### src/design/cest_pkg.sv
// Shared constants, types and codes for the cyclic executive slot table.
package cest_pkg;

   localparam int MaxSlots = 16;
   localparam int SlotW    = $clog2(MaxSlots);
   localparam int CountW   = $clog2(MaxSlots + 1);

   localparam int TimeW   = 64;
   localparam int BudgetW = 48;
   localparam int EndW    = 52;
   localparam int JobW    = 32;
   localparam int StatusW = 4;
   localparam int OpW     = 3;

   // operation codes
   localparam logic [OpW-1:0] OP_CLEAR    = 3'd0;
   localparam logic [OpW-1:0] OP_APPEND   = 3'd1;
   localparam logic [OpW-1:0] OP_ADMIT    = 3'd2;
   localparam logic [OpW-1:0] OP_RELEASE  = 3'd3;
   localparam logic [OpW-1:0] OP_ZERO     = 3'd4;
   localparam logic [OpW-1:0] OP_TICK     = 3'd5;
   localparam logic [OpW-1:0] OP_COMPLETE = 3'd6;

   // status codes
   localparam logic [StatusW-1:0] ST_OK         = 4'd0;
   localparam logic [StatusW-1:0] ST_BAD_BUDGET = 4'd1;
   localparam logic [StatusW-1:0] ST_FULL       = 4'd2;
   localparam logic [StatusW-1:0] ST_RANGE      = 4'd3;
   localparam logic [StatusW-1:0] ST_OCCUPIED   = 4'd4;
   localparam logic [StatusW-1:0] ST_COST       = 4'd5;
   localparam logic [StatusW-1:0] ST_EMPTY      = 4'd6;
   localparam logic [StatusW-1:0] ST_BEHIND     = 4'd7;
   localparam logic [StatusW-1:0] ST_EARLY      = 4'd8;
   localparam logic [StatusW-1:0] ST_FREE       = 4'd9;

   // configuration register indexes
   localparam logic [0:0] CSR_START    = 1'b0;
   localparam logic [0:0] CSR_RELEASED = 1'b1;

   // one slot entry as stored in the memory
   typedef struct packed {
      logic [BudgetW-1:0] budget;
      logic [EndW-1:0]    end_time;
      logic               occupied;
      logic [JobW-1:0]    expected;
   } slot_entry_type;

   // divider handshake
   typedef struct packed {
      logic             start;
      logic [TimeW-1:0] dividend;
      logic [EndW-1:0]  divisor;
   } div_req_type;

   typedef struct packed {
      logic            done;
      logic [EndW-1:0] remainder;
   } div_rsp_type;

endpackage

### src/design/cest_slot_mem.sv
// Slot table memory: one write port, one registered read port.
module cest_slot_mem (
   input  logic                       clock,
   input  logic                       wr_en,
   input  logic [cest_pkg::SlotW-1:0] wr_addr,
   input  cest_pkg::slot_entry_type   wr_data,
   input  logic [cest_pkg::SlotW-1:0] rd_addr,
   output cest_pkg::slot_entry_type   rd_data
);
   import cest_pkg::*;

   slot_entry_type mem [MaxSlots];
   slot_entry_type rd_data_ff;

   always_ff @(posedge clock) begin
      if (wr_en) begin
         mem[wr_addr] <= wr_data;
      end
      rd_data_ff <= mem[rd_addr];
   end

   assign rd_data = rd_data_ff;

endmodule

### src/design/cest_mod_unit.sv
// Bit-serial remainder unit: dividend modulo divisor, one bit per cycle.
module cest_mod_unit (
   input  logic                  clock,
   input  logic                  reset,
   input  cest_pkg::div_req_type div_req,
   output cest_pkg::div_rsp_type div_rsp
);
   import cest_pkg::*;

   localparam int CntW = $clog2(TimeW + 1);

   logic [TimeW-1:0] dividend_ff, dividend_in;
   logic [EndW:0]    rem_ff, rem_in;
   logic [EndW-1:0]  divisor_ff, divisor_in;
   logic [CntW-1:0]  count_ff, count_in;
   logic             busy_ff, busy_in;
   logic             done_ff, done_in;
   logic [EndW:0]    shifted;

   always_comb begin
      dividend_in = dividend_ff;
      rem_in      = rem_ff;
      divisor_in  = divisor_ff;
      count_in    = count_ff;
      busy_in     = busy_ff;
      done_in     = 1'b0;
      shifted     = {rem_ff[EndW-1:0], dividend_ff[TimeW-1]};
      if (div_req.start) begin
         dividend_in = div_req.dividend;
         divisor_in  = div_req.divisor;
         rem_in      = '0;
         count_in    = CntW'(TimeW);
         busy_in     = 1'b1;
      end else if (busy_ff) begin
         // restoring step: shift one dividend bit in, subtract if it fits
         dividend_in = {dividend_ff[TimeW-2:0], 1'b0};
         if (shifted >= {1'b0, divisor_ff}) begin
            rem_in = shifted - {1'b0, divisor_ff};
         end else begin
            rem_in = shifted;
         end
         count_in = count_ff - 1'b1;
         if (count_ff == CntW'(1)) begin
            busy_in = 1'b0;
            done_in = 1'b1;
         end
      end
   end

   always_ff @(posedge clock) begin
      if (reset) begin
         busy_ff  <= 1'b0;
         done_ff  <= 1'b0;
         count_ff <= '0;
      end else begin
         busy_ff  <= busy_in;
         done_ff  <= done_in;
         count_ff <= count_in;
      end
      dividend_ff <= dividend_in;
      rem_ff      <= rem_in;
      divisor_ff  <= divisor_in;
   end

   assign div_rsp.done      = done_ff;
   assign div_rsp.remainder = rem_ff[EndW-1:0];

endmodule

### src/design/cyclic_executive_slot_table_unit.sv
// Top level of the cyclic executive slot table: control sequencer and result register.
//
//  Channel  Ports      Direction  Payload
//  req      req_*      in         operation, budget, slot, cost, time, job
//  rsp      rsp_*      out        status, slot, marks, event times, counter, flags
//  csr      csr_*      in         cycle_start_time (0), schedule_released (1)
//
// One item at a time. Append, admit, release and complete pass through the read, execute
// and output states; an unknown operation or a tick on an empty table goes from read to
// output; clear sweeps all MaxSlots entries; zero-counters does a read-modify-write of all
// MaxSlots entries. A tick waits for the serial remainder, then searches linearly for its
// slot; before the start time it skips the remainder and searches from offset zero.
// Reset clears control state and the slot table through a sweep of all MaxSlots entries,
// during which no item is accepted. A held result stalls the next accept.
module cyclic_executive_slot_table_unit (
   input  logic                             clock,
   input  logic                             reset,
   input  logic                             req_valid,
   output logic                             req_stall,
   input  logic [cest_pkg::OpW-1:0]         req_operation,
   input  logic [cest_pkg::BudgetW-1:0]     req_slot_budget,
   input  logic [cest_pkg::SlotW-1:0]       req_slot_number,
   input  logic [cest_pkg::BudgetW-1:0]     req_task_cost,
   input  logic [cest_pkg::TimeW-1:0]       req_current_time,
   input  logic [cest_pkg::JobW-1:0]        req_job_number,
   output logic                             rsp_valid,
   input  logic                             rsp_stall,
   output logic [cest_pkg::StatusW-1:0]     rsp_status,
   output logic [cest_pkg::SlotW-1:0]       rsp_chosen_slot,
   output logic                             rsp_slot_occupied,
   output logic [cest_pkg::TimeW-1:0]       rsp_next_event_time,
   output logic [cest_pkg::TimeW-1:0]       rsp_release_time,
   output logic [cest_pkg::JobW-1:0]        rsp_expected_job_out,
   output logic                             rsp_overrun,
   output logic                             rsp_time_before_start,
   input  logic                             csr_write_enable,
   input  logic [0:0]                       csr_index,
   input  logic [cest_pkg::TimeW-1:0]       csr_write_data
);
   import cest_pkg::*;

   localparam logic [3:0] S_INIT   = 4'd0;
   localparam logic [3:0] S_IDLE   = 4'd1;
   localparam logic [3:0] S_READ   = 4'd2;
   localparam logic [3:0] S_EXEC   = 4'd3;
   localparam logic [3:0] S_SWEEP  = 4'd4;
   localparam logic [3:0] S_MOD    = 4'd5;
   localparam logic [3:0] S_SREAD  = 4'd6;
   localparam logic [3:0] S_SCHK   = 4'd7;
   localparam logic [3:0] S_TFIN   = 4'd8;
   localparam logic [3:0] S_OUT    = 4'd9;

   logic [3:0] state_ff, state_in;

   // configuration
   logic [TimeW-1:0] start_ff, start_in;
   logic             released_ff, released_in;

   // table bookkeeping
   logic [CountW-1:0] count_ff, count_in;
   logic [EndW-1:0]   length_ff, length_in;

   // captured request
   logic [OpW-1:0]     op_ff, op_in;
   logic [BudgetW-1:0] budget_ff, budget_in;
   logic [SlotW-1:0]   slot_ff, slot_in;
   logic [BudgetW-1:0] cost_ff, cost_in;
   logic [TimeW-1:0]   now_ff, now_in;
   logic [JobW-1:0]    job_ff, job_in;

   // sweep / search
   logic [SlotW-1:0] idx_ff, idx_in;
   logic [EndW-1:0]  offset_ff, offset_in;
   logic             before_ff, before_in;

   // result register
   logic               rv_ff, rv_in;
   logic [StatusW-1:0] r_status_ff, r_status_in;
   logic [SlotW-1:0]   r_slot_ff, r_slot_in;
   logic               r_occ_ff, r_occ_in;
   logic [TimeW-1:0]   r_next_ff, r_next_in;
   logic [TimeW-1:0]   r_rel_ff, r_rel_in;
   logic [JobW-1:0]    r_exp_ff, r_exp_in;
   logic               r_ovr_ff, r_ovr_in;
   logic               r_bef_ff, r_bef_in;

   // memory ports
   logic            wr_en;
   logic [SlotW-1:0] wr_addr, rd_addr;
   slot_entry_type  wr_data, rd_data;

   div_req_type div_req;
   div_rsp_type div_rsp;

   logic        req_xfer, rsp_xfer;
   logic [TimeW-1:0] next_ev;
   logic [CountW-1:0] last_idx;
   logic        in_range;

   cest_slot_mem u_mem (
      .clock   (clock),
      .wr_en   (wr_en),
      .wr_addr (wr_addr),
      .wr_data (wr_data),
      .rd_addr (rd_addr),
      .rd_data (rd_data)
   );

   cest_mod_unit u_mod (
      .clock   (clock),
      .reset   (reset),
      .div_req (div_req),
      .div_rsp (div_rsp)
   );

   assign req_stall = (state_ff != S_IDLE) || rv_ff;
   assign req_xfer  = req_valid && !req_stall;
   assign rsp_xfer  = rv_ff && !rsp_stall;
   assign in_range  = {1'b0, slot_ff} < count_ff;
   assign last_idx  = count_ff - 1'b1;
   assign next_ev   = (now_ff - TimeW'(offset_ff)) + TimeW'(rd_data.end_time);

   always_comb begin
      state_in    = state_ff;
      start_in    = start_ff;
      released_in = released_ff;
      count_in    = count_ff;
      length_in   = length_ff;
      op_in       = op_ff;
      budget_in   = budget_ff;
      slot_in     = slot_ff;
      cost_in     = cost_ff;
      now_in      = now_ff;
      job_in      = job_ff;
      idx_in      = idx_ff;
      offset_in   = offset_ff;
      before_in   = before_ff;
      rv_in       = rv_ff;
      r_status_in = r_status_ff;
      r_slot_in   = r_slot_ff;
      r_occ_in    = r_occ_ff;
      r_next_in   = r_next_ff;
      r_rel_in    = r_rel_ff;
      r_exp_in    = r_exp_ff;
      r_ovr_in    = r_ovr_ff;
      r_bef_in    = r_bef_ff;
      wr_en       = 1'b0;
      wr_addr     = slot_ff;
      wr_data     = rd_data;
      rd_addr     = slot_ff;
      div_req.start    = 1'b0;
      div_req.dividend = now_ff - start_ff;
      div_req.divisor  = length_ff;

      if (rsp_xfer) begin
         rv_in = 1'b0;
      end

      // configuration writes
      if (csr_write_enable) begin
         if (csr_index == CSR_START) begin
            start_in = csr_write_data;
         end else begin
            released_in = csr_write_data[0];
         end
      end

      unique case (state_ff) inside
         S_INIT, S_SWEEP: begin
            // clear whole entries, or only counters for zero-counters
            wr_en   = 1'b1;
            wr_addr = idx_ff;
            if (state_ff == S_SWEEP && op_ff == OP_ZERO) begin
               rd_addr = idx_ff;
               wr_en   = 1'b0;
               state_in = S_TFIN;
            end else begin
               wr_data = '0;
               idx_in  = idx_ff + 1'b1;
               if (idx_ff == SlotW'(MaxSlots - 1)) begin
                  idx_in   = '0;
                  state_in = (state_ff == S_INIT) ? S_IDLE : S_OUT;
               end
            end
         end
         S_IDLE: begin
            if (req_xfer) begin
               op_in     = req_operation;
               budget_in = req_slot_budget;
               slot_in   = req_slot_number;
               cost_in   = req_task_cost;
               now_in    = req_current_time;
               job_in    = req_job_number;
               idx_in    = '0;
               r_status_in = ST_OK;
               r_slot_in   = '0;
               r_occ_in    = 1'b0;
               r_next_in   = '0;
               r_rel_in    = '0;
               r_exp_in    = '0;
               r_ovr_in    = 1'b0;
               r_bef_in    = 1'b0;
               state_in    = S_READ;
            end
         end
         S_READ: begin
            // issue the memory read of the addressed entry
            case (op_ff)
               OP_APPEND: rd_addr = count_ff[SlotW-1:0];
               default:   rd_addr = slot_ff;
            endcase
            case (op_ff) inside
               OP_CLEAR: begin
                  count_in  = '0;
                  length_in = '0;
                  state_in  = S_SWEEP;
               end
               OP_ZERO: state_in = S_SWEEP;
               OP_TICK: begin
                  if (count_ff == '0 || length_ff == '0) begin
                     r_status_in = ST_EMPTY;
                     state_in    = S_OUT;
                  end else if (now_ff < start_ff) begin
                     before_in = 1'b1;
                     offset_in = '0;
                     idx_in    = '0;
                     state_in  = S_SREAD;
                  end else begin
                     before_in     = 1'b0;
                     div_req.start = 1'b1;
                     state_in      = S_MOD;
                  end
               end
               OP_ADMIT, OP_RELEASE, OP_COMPLETE, OP_APPEND: state_in = S_EXEC;
               default: state_in = S_OUT;
            endcase
         end
         S_EXEC: begin
            wr_data = rd_data;
            case (op_ff)
               OP_APPEND: begin
                  if (budget_ff == '0) begin
                     r_status_in = ST_BAD_BUDGET;
                  end else if (count_ff >= CountW'(MaxSlots)) begin
                     r_status_in = ST_FULL;
                  end else begin
                     wr_en            = 1'b1;
                     wr_addr          = count_ff[SlotW-1:0];
                     wr_data.budget   = budget_ff;
                     wr_data.end_time = length_ff + EndW'(budget_ff);
                     length_in        = length_ff + EndW'(budget_ff);
                     count_in         = count_ff + 1'b1;
                     r_slot_in        = count_ff[SlotW-1:0];
                     r_occ_in         = rd_data.occupied;
                  end
               end
               default: begin
                  r_slot_in = slot_ff;
                  if (!in_range) begin
                     r_status_in = ST_RANGE;
                  end else begin
                     r_occ_in = rd_data.occupied;
                     if (op_ff == OP_ADMIT) begin
                        if (rd_data.occupied) begin
                           r_status_in = ST_OCCUPIED;
                        end else if (cost_ff >= rd_data.budget) begin
                           r_status_in = ST_COST;
                        end else begin
                           wr_en            = 1'b1;
                           wr_data.occupied = 1'b1;
                           r_occ_in         = 1'b1;
                        end
                     end else if (op_ff == OP_RELEASE) begin
                        if (!rd_data.occupied) begin
                           r_status_in = ST_FREE;
                        end else begin
                           wr_en            = 1'b1;
                           wr_data.occupied = 1'b0;
                           r_occ_in         = 1'b0;
                        end
                     end else begin
                        r_exp_in = rd_data.expected;
                        if (job_ff < rd_data.expected) begin
                           r_status_in = ST_BEHIND;
                        end else if (rd_data.expected < job_ff) begin
                           r_status_in = ST_EARLY;
                        end
                     end
                  end
               end
            endcase
            state_in = S_OUT;
         end
         S_MOD: begin
            if (div_rsp.done) begin
               offset_in = div_rsp.remainder;
               idx_in    = '0;
               state_in  = S_SREAD;
            end
         end
         S_SREAD: begin
            rd_addr  = idx_ff;
            state_in = S_SCHK;
         end
         S_SCHK: begin
            // first slot whose end lies past the offset, else the last one
            rd_addr = idx_ff;
            if (offset_ff < rd_data.end_time
                || {1'b0, idx_ff} == last_idx) begin
               wr_addr   = idx_ff;
               r_slot_in = idx_ff;
               r_occ_in  = rd_data.occupied;
               r_bef_in  = before_ff;
               r_next_in = next_ev;
               r_rel_in  = next_ev - TimeW'(rd_data.budget);
               r_exp_in  = rd_data.expected;
               if (rd_data.occupied && released_ff) begin
                  wr_en            = 1'b1;
                  wr_data.expected = rd_data.expected + 1'b1;
                  r_exp_in         = rd_data.expected + 1'b1;
                  r_ovr_in         = (rd_data.expected + 1'b1) != job_ff;
               end
               state_in = S_OUT;
            end else begin
               idx_in   = idx_ff + 1'b1;
               state_in = S_SREAD;
            end
         end
         S_TFIN: begin
            // zero-counters: read-modify-write of each entry
            wr_en            = 1'b1;
            wr_addr          = idx_ff;
            wr_data.expected = '0;
            rd_addr          = idx_ff;
            idx_in           = idx_ff + 1'b1;
            if (idx_ff == SlotW'(MaxSlots - 1)) begin
               idx_in   = '0;
               state_in = S_OUT;
            end else begin
               state_in = S_SWEEP;
            end
         end
         S_OUT: begin
            rv_in    = 1'b1;
            state_in = S_IDLE;
         end
         default: state_in = S_IDLE;
      endcase
   end

   always_ff @(posedge clock) begin
      if (reset) begin
         state_ff    <= S_INIT;
         start_ff    <= '0;
         released_ff <= 1'b0;
         count_ff    <= '0;
         length_ff   <= '0;
         idx_ff      <= '0;
         rv_ff       <= 1'b0;
      end else begin
         state_ff    <= state_in;
         start_ff    <= start_in;
         released_ff <= released_in;
         count_ff    <= count_in;
         length_ff   <= length_in;
         idx_ff      <= idx_in;
         rv_ff       <= rv_in;
      end
      op_ff       <= op_in;
      budget_ff   <= budget_in;
      slot_ff     <= slot_in;
      cost_ff     <= cost_in;
      now_ff      <= now_in;
      job_ff      <= job_in;
      offset_ff   <= offset_in;
      before_ff   <= before_in;
      r_status_ff <= r_status_in;
      r_slot_ff   <= r_slot_in;
      r_occ_ff    <= r_occ_in;
      r_next_ff   <= r_next_in;
      r_rel_ff    <= r_rel_in;
      r_exp_ff    <= r_exp_in;
      r_ovr_ff    <= r_ovr_in;
      r_bef_ff    <= r_bef_in;
   end

   assign rsp_valid             = rv_ff;
   assign rsp_status            = r_status_ff;
   assign rsp_chosen_slot       = r_slot_ff;
   assign rsp_slot_occupied     = r_occ_ff;
   assign rsp_next_event_time   = r_next_ff;
   assign rsp_release_time      = r_rel_ff;
   assign rsp_expected_job_out  = r_exp_ff;
   assign rsp_overrun           = r_ovr_ff;
   assign rsp_time_before_start = r_bef_ff;

   // slot count never exceeds the table size
   a_count_bound: assert property (@(posedge clock) disable iff (reset)
      count_ff <= CountW'(MaxSlots))
      else $error("slot count beyond table size");

   // no new transfer is accepted while a result is held
   a_one_at_a_time: assert property (@(posedge clock) disable iff (reset)
      rv_ff |-> !req_xfer)
      else $error("request accepted while result pending");

   // a result appears only after leaving the output state
   a_result_source: assert property (@(posedge clock) disable iff (reset)
      $rose(rv_ff) |-> $past(state_ff) == S_OUT)
      else $error("result raised outside output state");

endmodule

### config.mk
export PLATFORM = sky130hd
export DESIGN_NAME = cyclic_executive_slot_table_unit
export DESIGN_NICKNAME = d
export VERILOG_FILES = /design/src/design/cest_pkg.sv /design/src/design/cest_slot_mem.sv /design/src/design/cest_mod_unit.sv /design/src/design/cyclic_executive_slot_table_unit.sv
export SDC_FILE = /design/constraint.sdc
export NUM_CORES = 2
export LEC_CHECK = 0
export ABC_AREA = 1
export BUFFER_PORTS_ARGS = -buffer_cell sky130_fd_sc_hd__buf_2
export CAP_MARGIN = 25
export CELL_PAD_IN_SITES_DETAIL_PLACEMENT = 0
export CELL_PAD_IN_SITES_GLOBAL_PLACEMENT = 1
export CORE_MARGIN = 5
export CORE_UTILIZATION = 30
export CTS_CLUSTER_DIAMETER = 150
export DETAILED_ROUTE_END_ITERATION = 8
export GPL_TIMING_DRIVEN = 0
export HOLD_SLACK_MARGIN = 0.15
export MAX_ROUTING_LAYER = met4
export PLACE_DENSITY_LB_ADDON = 0.1
export SLEW_MARGIN = 30
export SYNTH_ARGS = -nofsm -noshare
export SYNTH_HDL_FRONTEND = slang
export SYNTH_SLANG_ARGS = --single-unit
### constraint.sdc
create_clock -name clock -period 14.41 [get_ports clock]
set_input_delay 1.441 -clock clock [delete_from_list [all_inputs] [get_ports clock]]
set_output_delay 1.441 -clock clock [all_outputs]
set_load 0.005 [all_outputs]
# Word level (Yosys, flattened, before mapping)
# Memories as Yosys holds them, arrays and structs flattened. A register that Yosys moved wholly into a read port is not among the register bits.
# Cells that the tools add are included.
dict set report word_totals {
  n_memories 1
  word_cells 286
  in_bits 269
  output_inout_bits 173
  regBits 731
  mem_bits_rw 2128
}
dict set report classes {
  addsub 11
  bitwise_logic 5
  n_mux 141
  n_reduce_logical 42
  n_eq_ne 48
  order_cmp 8
}
# name words width read_ports rd_ports_with_merged_regs write_ports line
set mem_list {}
lappend mem_list {u_mem.mem 16 133 1 1 1 cest_slot_mem.sv:12} ;# slot_entry_type mem [MaxSlots];
# operator n
set op_table {}
lappend op_table {{52-bit two-way mux} 11}
lappend op_table {{64-bit two-way mux} 5}
lappend op_table {{100-bit two-way mux} 3}
lappend op_table {{32-bit two-way mux} 8}
lappend op_table {{64-bit case mux with 2 select lines} 2}
lappend op_table {{52-bit case mux with 2 select lines} 2}
lappend op_table {{101-bit case mux with 2 select lines} 1}
lappend op_table {{32-bit case mux with 3 select lines} 2}
lappend op_table {{4-bit two-way mux} 47}
lappend op_table {{133-bit two-way mux} 1}
lappend op_table {{64-bit by 52-bit adder with 64-bit output} 1}
lappend op_table {{32-bit < comparator} 2}
lappend op_table {{64-bit < comparator} 1}
lappend op_table {{64-bit by 48-bit subtractor with 64-bit output} 1}
lappend op_table {{64-bit by 52-bit subtractor with 64-bit output} 1}
lappend op_table {{64-bit subtractor} 1}
lappend op_table {{53-bit by 52-bit greater-or-equal comparator with 1-bit output} 1}
lappend op_table {{52-bit by 48-bit adder with 52-bit output} 1}
lappend op_table {{52-bit logical NOT} 1}
lappend op_table {{52-bit < comparator} 1}
lappend op_table {{52-bit subtractor} 1}
lappend op_table {{48-bit greater-or-equal comparator} 1}
lappend op_table {{48-bit logical NOT} 1}
lappend op_table {{4-bit case mux with 3 select lines} 4}
lappend op_table {{other kinds (55)} 155}

# Logic depth before layout (Yosys ltp)
dict set report depth {
  word_depth 9
  depth_mapped 31
  ltp_nobuf 31
}

# Cells and area by module
# A second synthesis with hierarchy kept.
dict set report hier_totals {
  hier_cells 16196
  hier_area_um2 148215.9
}
# module n_inst seq_area_each_um2 cells_per_inst area_each_um2
set modules_own_cells {}
lappend modules_own_cells {cest_slot_mem 1 66563.8 8067 90838.4}
lappend modules_own_cells {cyclic_executive_slot_table_unit 1 15324.7 6306 45307.2}
lappend modules_own_cells {cest_mod_unit 1 4704.5 1823 12070.3}

# Least setup slack after synthesis
# Ideal clock, no wire load.
dict set report synth_timing {
  kind {in2reg}
  start {input req_valid}
  end {register idx_ff[1]}
  required_time_ns 14.278
  arrival_time_ns 11.858
  setup_time_ns 0.132
  stages 9
  path_slack_ns 2.420
  n_path_buf 0
  cell_sequence {inv_1 nor2_1 o21ai_0 nor2_1 nand3_1 nor2_1 inv_1 nand2_1 a21oi_1}
}
dict set report synth_between {
  elab_chain_len 3
}
# element line
set synth_lines {}
lappend synth_lines {{start, declared} cyclic_executive_slot_table_unit.sv:18} ;# input logic req_valid,
lappend synth_lines {{1-bit logical AND} cyclic_executive_slot_table_unit.sv:117} ;# assign req_xfer = req_valid && !req_stall;
lappend synth_lines {{2-bit != test (no source line)} -}
lappend synth_lines {{10-bit AND reduction (no source line)} -}
lappend synth_lines {{end signal, assigned} cyclic_executive_slot_table_unit.sv:366} ;# idx_ff <= idx_in;
lappend synth_lines {{end, declared} cyclic_executive_slot_table_unit.sv:72} ;# logic [SlotW-1:0] idx_ff, idx_in;
# Every way passes these cells.
# A chain may end at the register's enable or synchronous reset.

# Worst setup path in the final report
dict set report layout_timing {
  start {register budget_ff[12]}
  end {memory u_mem.mem[9][50] in the netlist's numbering (enable)}
}
dict set report layout_between {
  elab_chain_len 6
  elab_cells_between_ends 9
  classes_between {8 x mux; 1 x reduce/logical}
}
# element line
set layout_lines {}
lappend layout_lines {{start, declared} cyclic_executive_slot_table_unit.sv:65} ;# logic [BudgetW-1:0] budget_ff, budget_in;
lappend layout_lines {{start signal, assigned} cyclic_executive_slot_table_unit.sv:370} ;# budget_ff <= budget_in;
lappend layout_lines {{48-bit logical NOT *} cyclic_executive_slot_table_unit.sv:242} ;# if (budget_ff == '0) begin
lappend layout_lines {{1-bit two-way mux} cyclic_executive_slot_table_unit.sv:242}
lappend layout_lines {{1-bit two-way mux} cyclic_executive_slot_table_unit.sv:240} ;# case (op_ff)
lappend layout_lines {{1-bit case mux with 4 select lines} cyclic_executive_slot_table_unit.sv:168} ;# unique case (state_ff) inside
lappend layout_lines {{1-bit two-way mux} cest_slot_mem.sv:16} ;# if (wr_en) begin
lappend layout_lines {{1-bit two-way mux (not written as such)} cest_slot_mem.sv:17} ;# mem[wr_addr] <= wr_data;
lappend layout_lines {{end, declared} cest_slot_mem.sv:12}
# Mark *: on every way between the ends. The rest lies on a longest branch, timed or not.

==> results.md <==
* Unrepaired setup endpoints after global routing: no
* Number of global-route vias before repair at approximately 110k
* CP Data Required Time at approximately 15 ns
* Global Route Usage Sum at 27.70%
* Final ANT Viol Nets at 0
* GRT overflow at 0
* Largest net degree at the start of global routing at 46
* Final period util at 54.53%
* Clock slew at reported path FFs at 0.05 ns
* Post-synthesis area per instance at slightly above 10 µm²
* WL per Instance at between 30 and 40 µm
* Cell with the most instances after synthesis: edfxtp_1
* Yosys reg bits at 2992
* Clock Path Buffers at 4
* Routability cong. at around 1
* CP max stage cell: nand2_1
* Final WS setup at between 6 and 7 ns
* CTS tree: built
* Post CTS Setup Buffer Count at 0
* Via Count at between 100k and 150k
* Synthesis Warnings at 0
* Final hold violation count at 0
* Metal-1 WL at 284800 µm
* Crit-path cells: inv_1, nand4_1, nor2_1, nand2_1, nor2_1, nand2_1, nand3_1, nand2_1, clkinv_1, nand2_1, nand3b_1, a21oi_1, nand2_1, inv_1, nand2_1, nor2_4, buf_16, buf_16, buf_16, buf_16, buf_16, buf_16, buf_16
* Clk sinks at about 3k
* Crit path DAT at approximately 8.6 ns
* Max-slew violations at 0
* Critical path fanouts, max at 13
* Vertical die dimension at 694.5 µm
* Routed wire length at 671300 µm
* Vias/cell at 5.131
* # DRC at 0
* Slew at the pin closest to its max-slew limit at about 1.2 ns
* Total core area at 0.4670 mm²
* Die W at 694.5 µm
* EDFF count, synth at between 2k and 3k
* Post-synth top flop: edfxtp_1
* Uppermost routed layer: met4
* Die area at 0.4824 mm²
* Ys async rst share at 0%
* I/O pin total at between 400 and 500
* Crit start category: flop
* Post-Route Setup TNS at 0 ns
* Crit path kind: flop to flop
* Detailed Place HPWL at 529800 µm
* Post-cts sizing count at 0
* Clk_skew at approximately 0.08 ns
* Place WS at between 6 and 7 ns
* Syn nets at 14.57k
* Layout fillers at 47.26k
* Outcome: complete, no violations
* F_max at between 0.1 and 0.15 GHz
* Worst min path class: flop to flop
* Routed length on met3 at 38660 µm
* Synth unique cells at 53
* Clk root buf: clkbuf_16
* Most used cell, CP: buf_16
* Cell accounting for the most synthesized area: edfxtp_1
* Met2 WL post-DR at 317200 µm
* Max-cap violations at 0
* Sequential fraction of the synthesis area at roughly three fifths
* Commonest cells post-synth: 2667 x edfxtp_1, 2249 x nand2_1, 1955 x nor2_1
* First-pass DRT Iterations at 6
* Initial antenna violation count at between 50 and 60
* Worst relative slew slack at a little under a fifth
* Ratio of cells with drive above 1 in the final layout at 11.56%
* Final Instance Area at 0.1705 mm²
* Non-Filler Instances at approximately 21k
* Mapped Cells at 13.83k
* First-pass GRT wire length at 900500 µm
* Cts bufs inserted at 349
* Post-Syn Area at 0.1406 mm²
* Power density cells at 113.0 mW/mm²
* Share of the synthesized area in the top cell type at 56.97%
* Pleak at 66.75 nW
* H-tree level count at 5
* Worst VDD drop at 0.09703 mV
* Cts hold-fix bufs at 0
* Buffers on Ports at 440
* Synth area leaders: edfxtp_1 57%, nand2_1 6.0%, nor2_1 5.2%
* Placement Cell Area at 0.1592 mm²
* Initial Util at 30.10%
* Endpoints failing setup at 0
* Total Power at roughly 0.019 W
* Minimum clock period at roughly 7.9 ns
* Clock Latency Late Sink at 1.01 ns
* Crit. End Element: flop
* Num rows at about 250
* Drt first-iter violations at 10.91k
* Area delta synth->final at 21.31%
* Final nets at 15.71k
* Placed cells at 20.82k
* CP max stage delay at between 0.9 and 1 ns
==> state kept, by name (all words and copies together), names as in the netlist, 3 cells and up <==
signal,cells
budget_ff,48
op_ff,3
rsp_next_event_time,64
u_mod.dividend_ff,64
slot_ff,4
idx_ff,4
state_ff,4
u_mem.rd_data,133
length_ff,52
rsp_expected_job_out,32
job_ff,32
rsp_chosen_slot,4
rsp_status,4
u_mod.rem_ff,52
u_mem.mem,2128
rsp_release_time,64
u_mod.count_ff,7
count_ff,5
start_ff,64
offset_ff,52
u_mod.divisor_ff,52
cost_ff,48
now_ff,64
==> critical path, delay by kind of cell, from the launching register on <==
family / cells / cell delay (ns)
compound gates: 1 / 0.14
buf+inv: 10 / 2.64
flops: 1 / 0.88
simple gates: 12 / 3.79
==> report_power, final <==
group | total [W] | switching [W] | internal (W)
registers | 0.00955 | 0.0000528 | 0.00950
logic | 0.000849 | 0.000568 | 0.000281
clock network | 0.00887 | 0.00381 | 0.00507
total | 0.0193 | 0.00443 | 0.0149
==> worst paths after layout <==
path / from / to / slack (ns) / cells past startpoint
setup / recovery: budget_ff[12] / u_mem.mem[9][50] / 6.55 / 23
hold / removal: start_ff[2] / start_ff[2] / 0.46 / 2
hold reg to reg: start_ff[2] / start_ff[2] / 0.46 / 2
setup reg to reg: budget_ff[12] / u_mem.mem[9][50] / 6.55 / 23
==> per-layer routing <==
| metal | vias up | global-route usage (%) |
|---|---|---|
| li1 | 50637 | - |
| met2 | 3827 | 45.11 |
| met5 | - | - |
| met1 | 54790 | 35.21 |
| met4 | 0 | 10.68 |
| met3 | 925 | 3.494 |
==> layout make-up <==
cell class | count | area (µm²) | share of cell area (%)
Tap cell | 6198 | 7755 | 4.547
Multi-Input combinational cell | 8792 | 46940 | 27.52
Sequential cell | 2992 | 86590 | 50.78
Inverter | 1466 | 5505 | 3.228
Timing Repair Buffer | 792 | 9813 | 5.754
Buffer | 578 | 2646 | 1.552
Clock inverter | 151 | 1404 | 0.8232
Antenna cell | 18 | 45.04 | 0.02641
Clock buffer | 486 | 9836 | 5.768
==> through the flow <==
stage	hold WS [ns]	utilization [%]
2_1_floorplan	0.4353	-
3_3_place_gp	0.4534	32.23
3_5_place_dp	0.4616	34.10
4_1_cts	0.4696	36.50
5_1_grt	0.4854	36.51
6_report	0.4644	36.52
==> logic make-up (layout without fill, tap and decap cells) <==
group	count (synthesis)	in the layout	synth area share [%]
and+or+nand+nor	4906	4906	13.91
DFF	2992	2992	61.60
other	0	18	0
adders and majority gates	473	473	4.509
xor gates and xnor gates	214	214	1.333
buffers and inverters	2044	3473	5.744
AOI/OAI and AO/OA	3199	3199	12.90
==> cell usage in the layout, fill, tap and decap left out, types with 41 or more instances in the layout <==
| master | n |
|---|---|
| edfxtp_1 | 2667 |
| nand2_1 | 2248 |
| nor2_1 | 1938 |
| inv_1 | 1443 |
| o21ai_0 | 1407 |
| buf_2 | 660 |
| a21oi_1 | 583 |
| nand3_1 | 442 |
| ha_1 | 417 |
| clkbuf_1 | 367 |
| clkbuf_16 | 363 |
| dfxtp_1 | 325 |
| o22ai_1 | 303 |
| o21ai_1 | 232 |
| buf_16 | 219 |
| o221ai_1 | 217 |
| xor2_1 | 145 |
| o211ai_1 | 124 |
| nand4_1 | 82 |
| nor3_1 | 77 |
| xnor2_1 | 69 |
| a31oi_1 | 66 |
| fa_1 | 56 |
| buf_6 | 55 |
| clkinv_2 | 51 |
| clkinv_1 | 49 |
| clkbuf_2 | 44 |
| buf_4 | 41 |
Note: power is estimated with default switching activity, not from simulation.
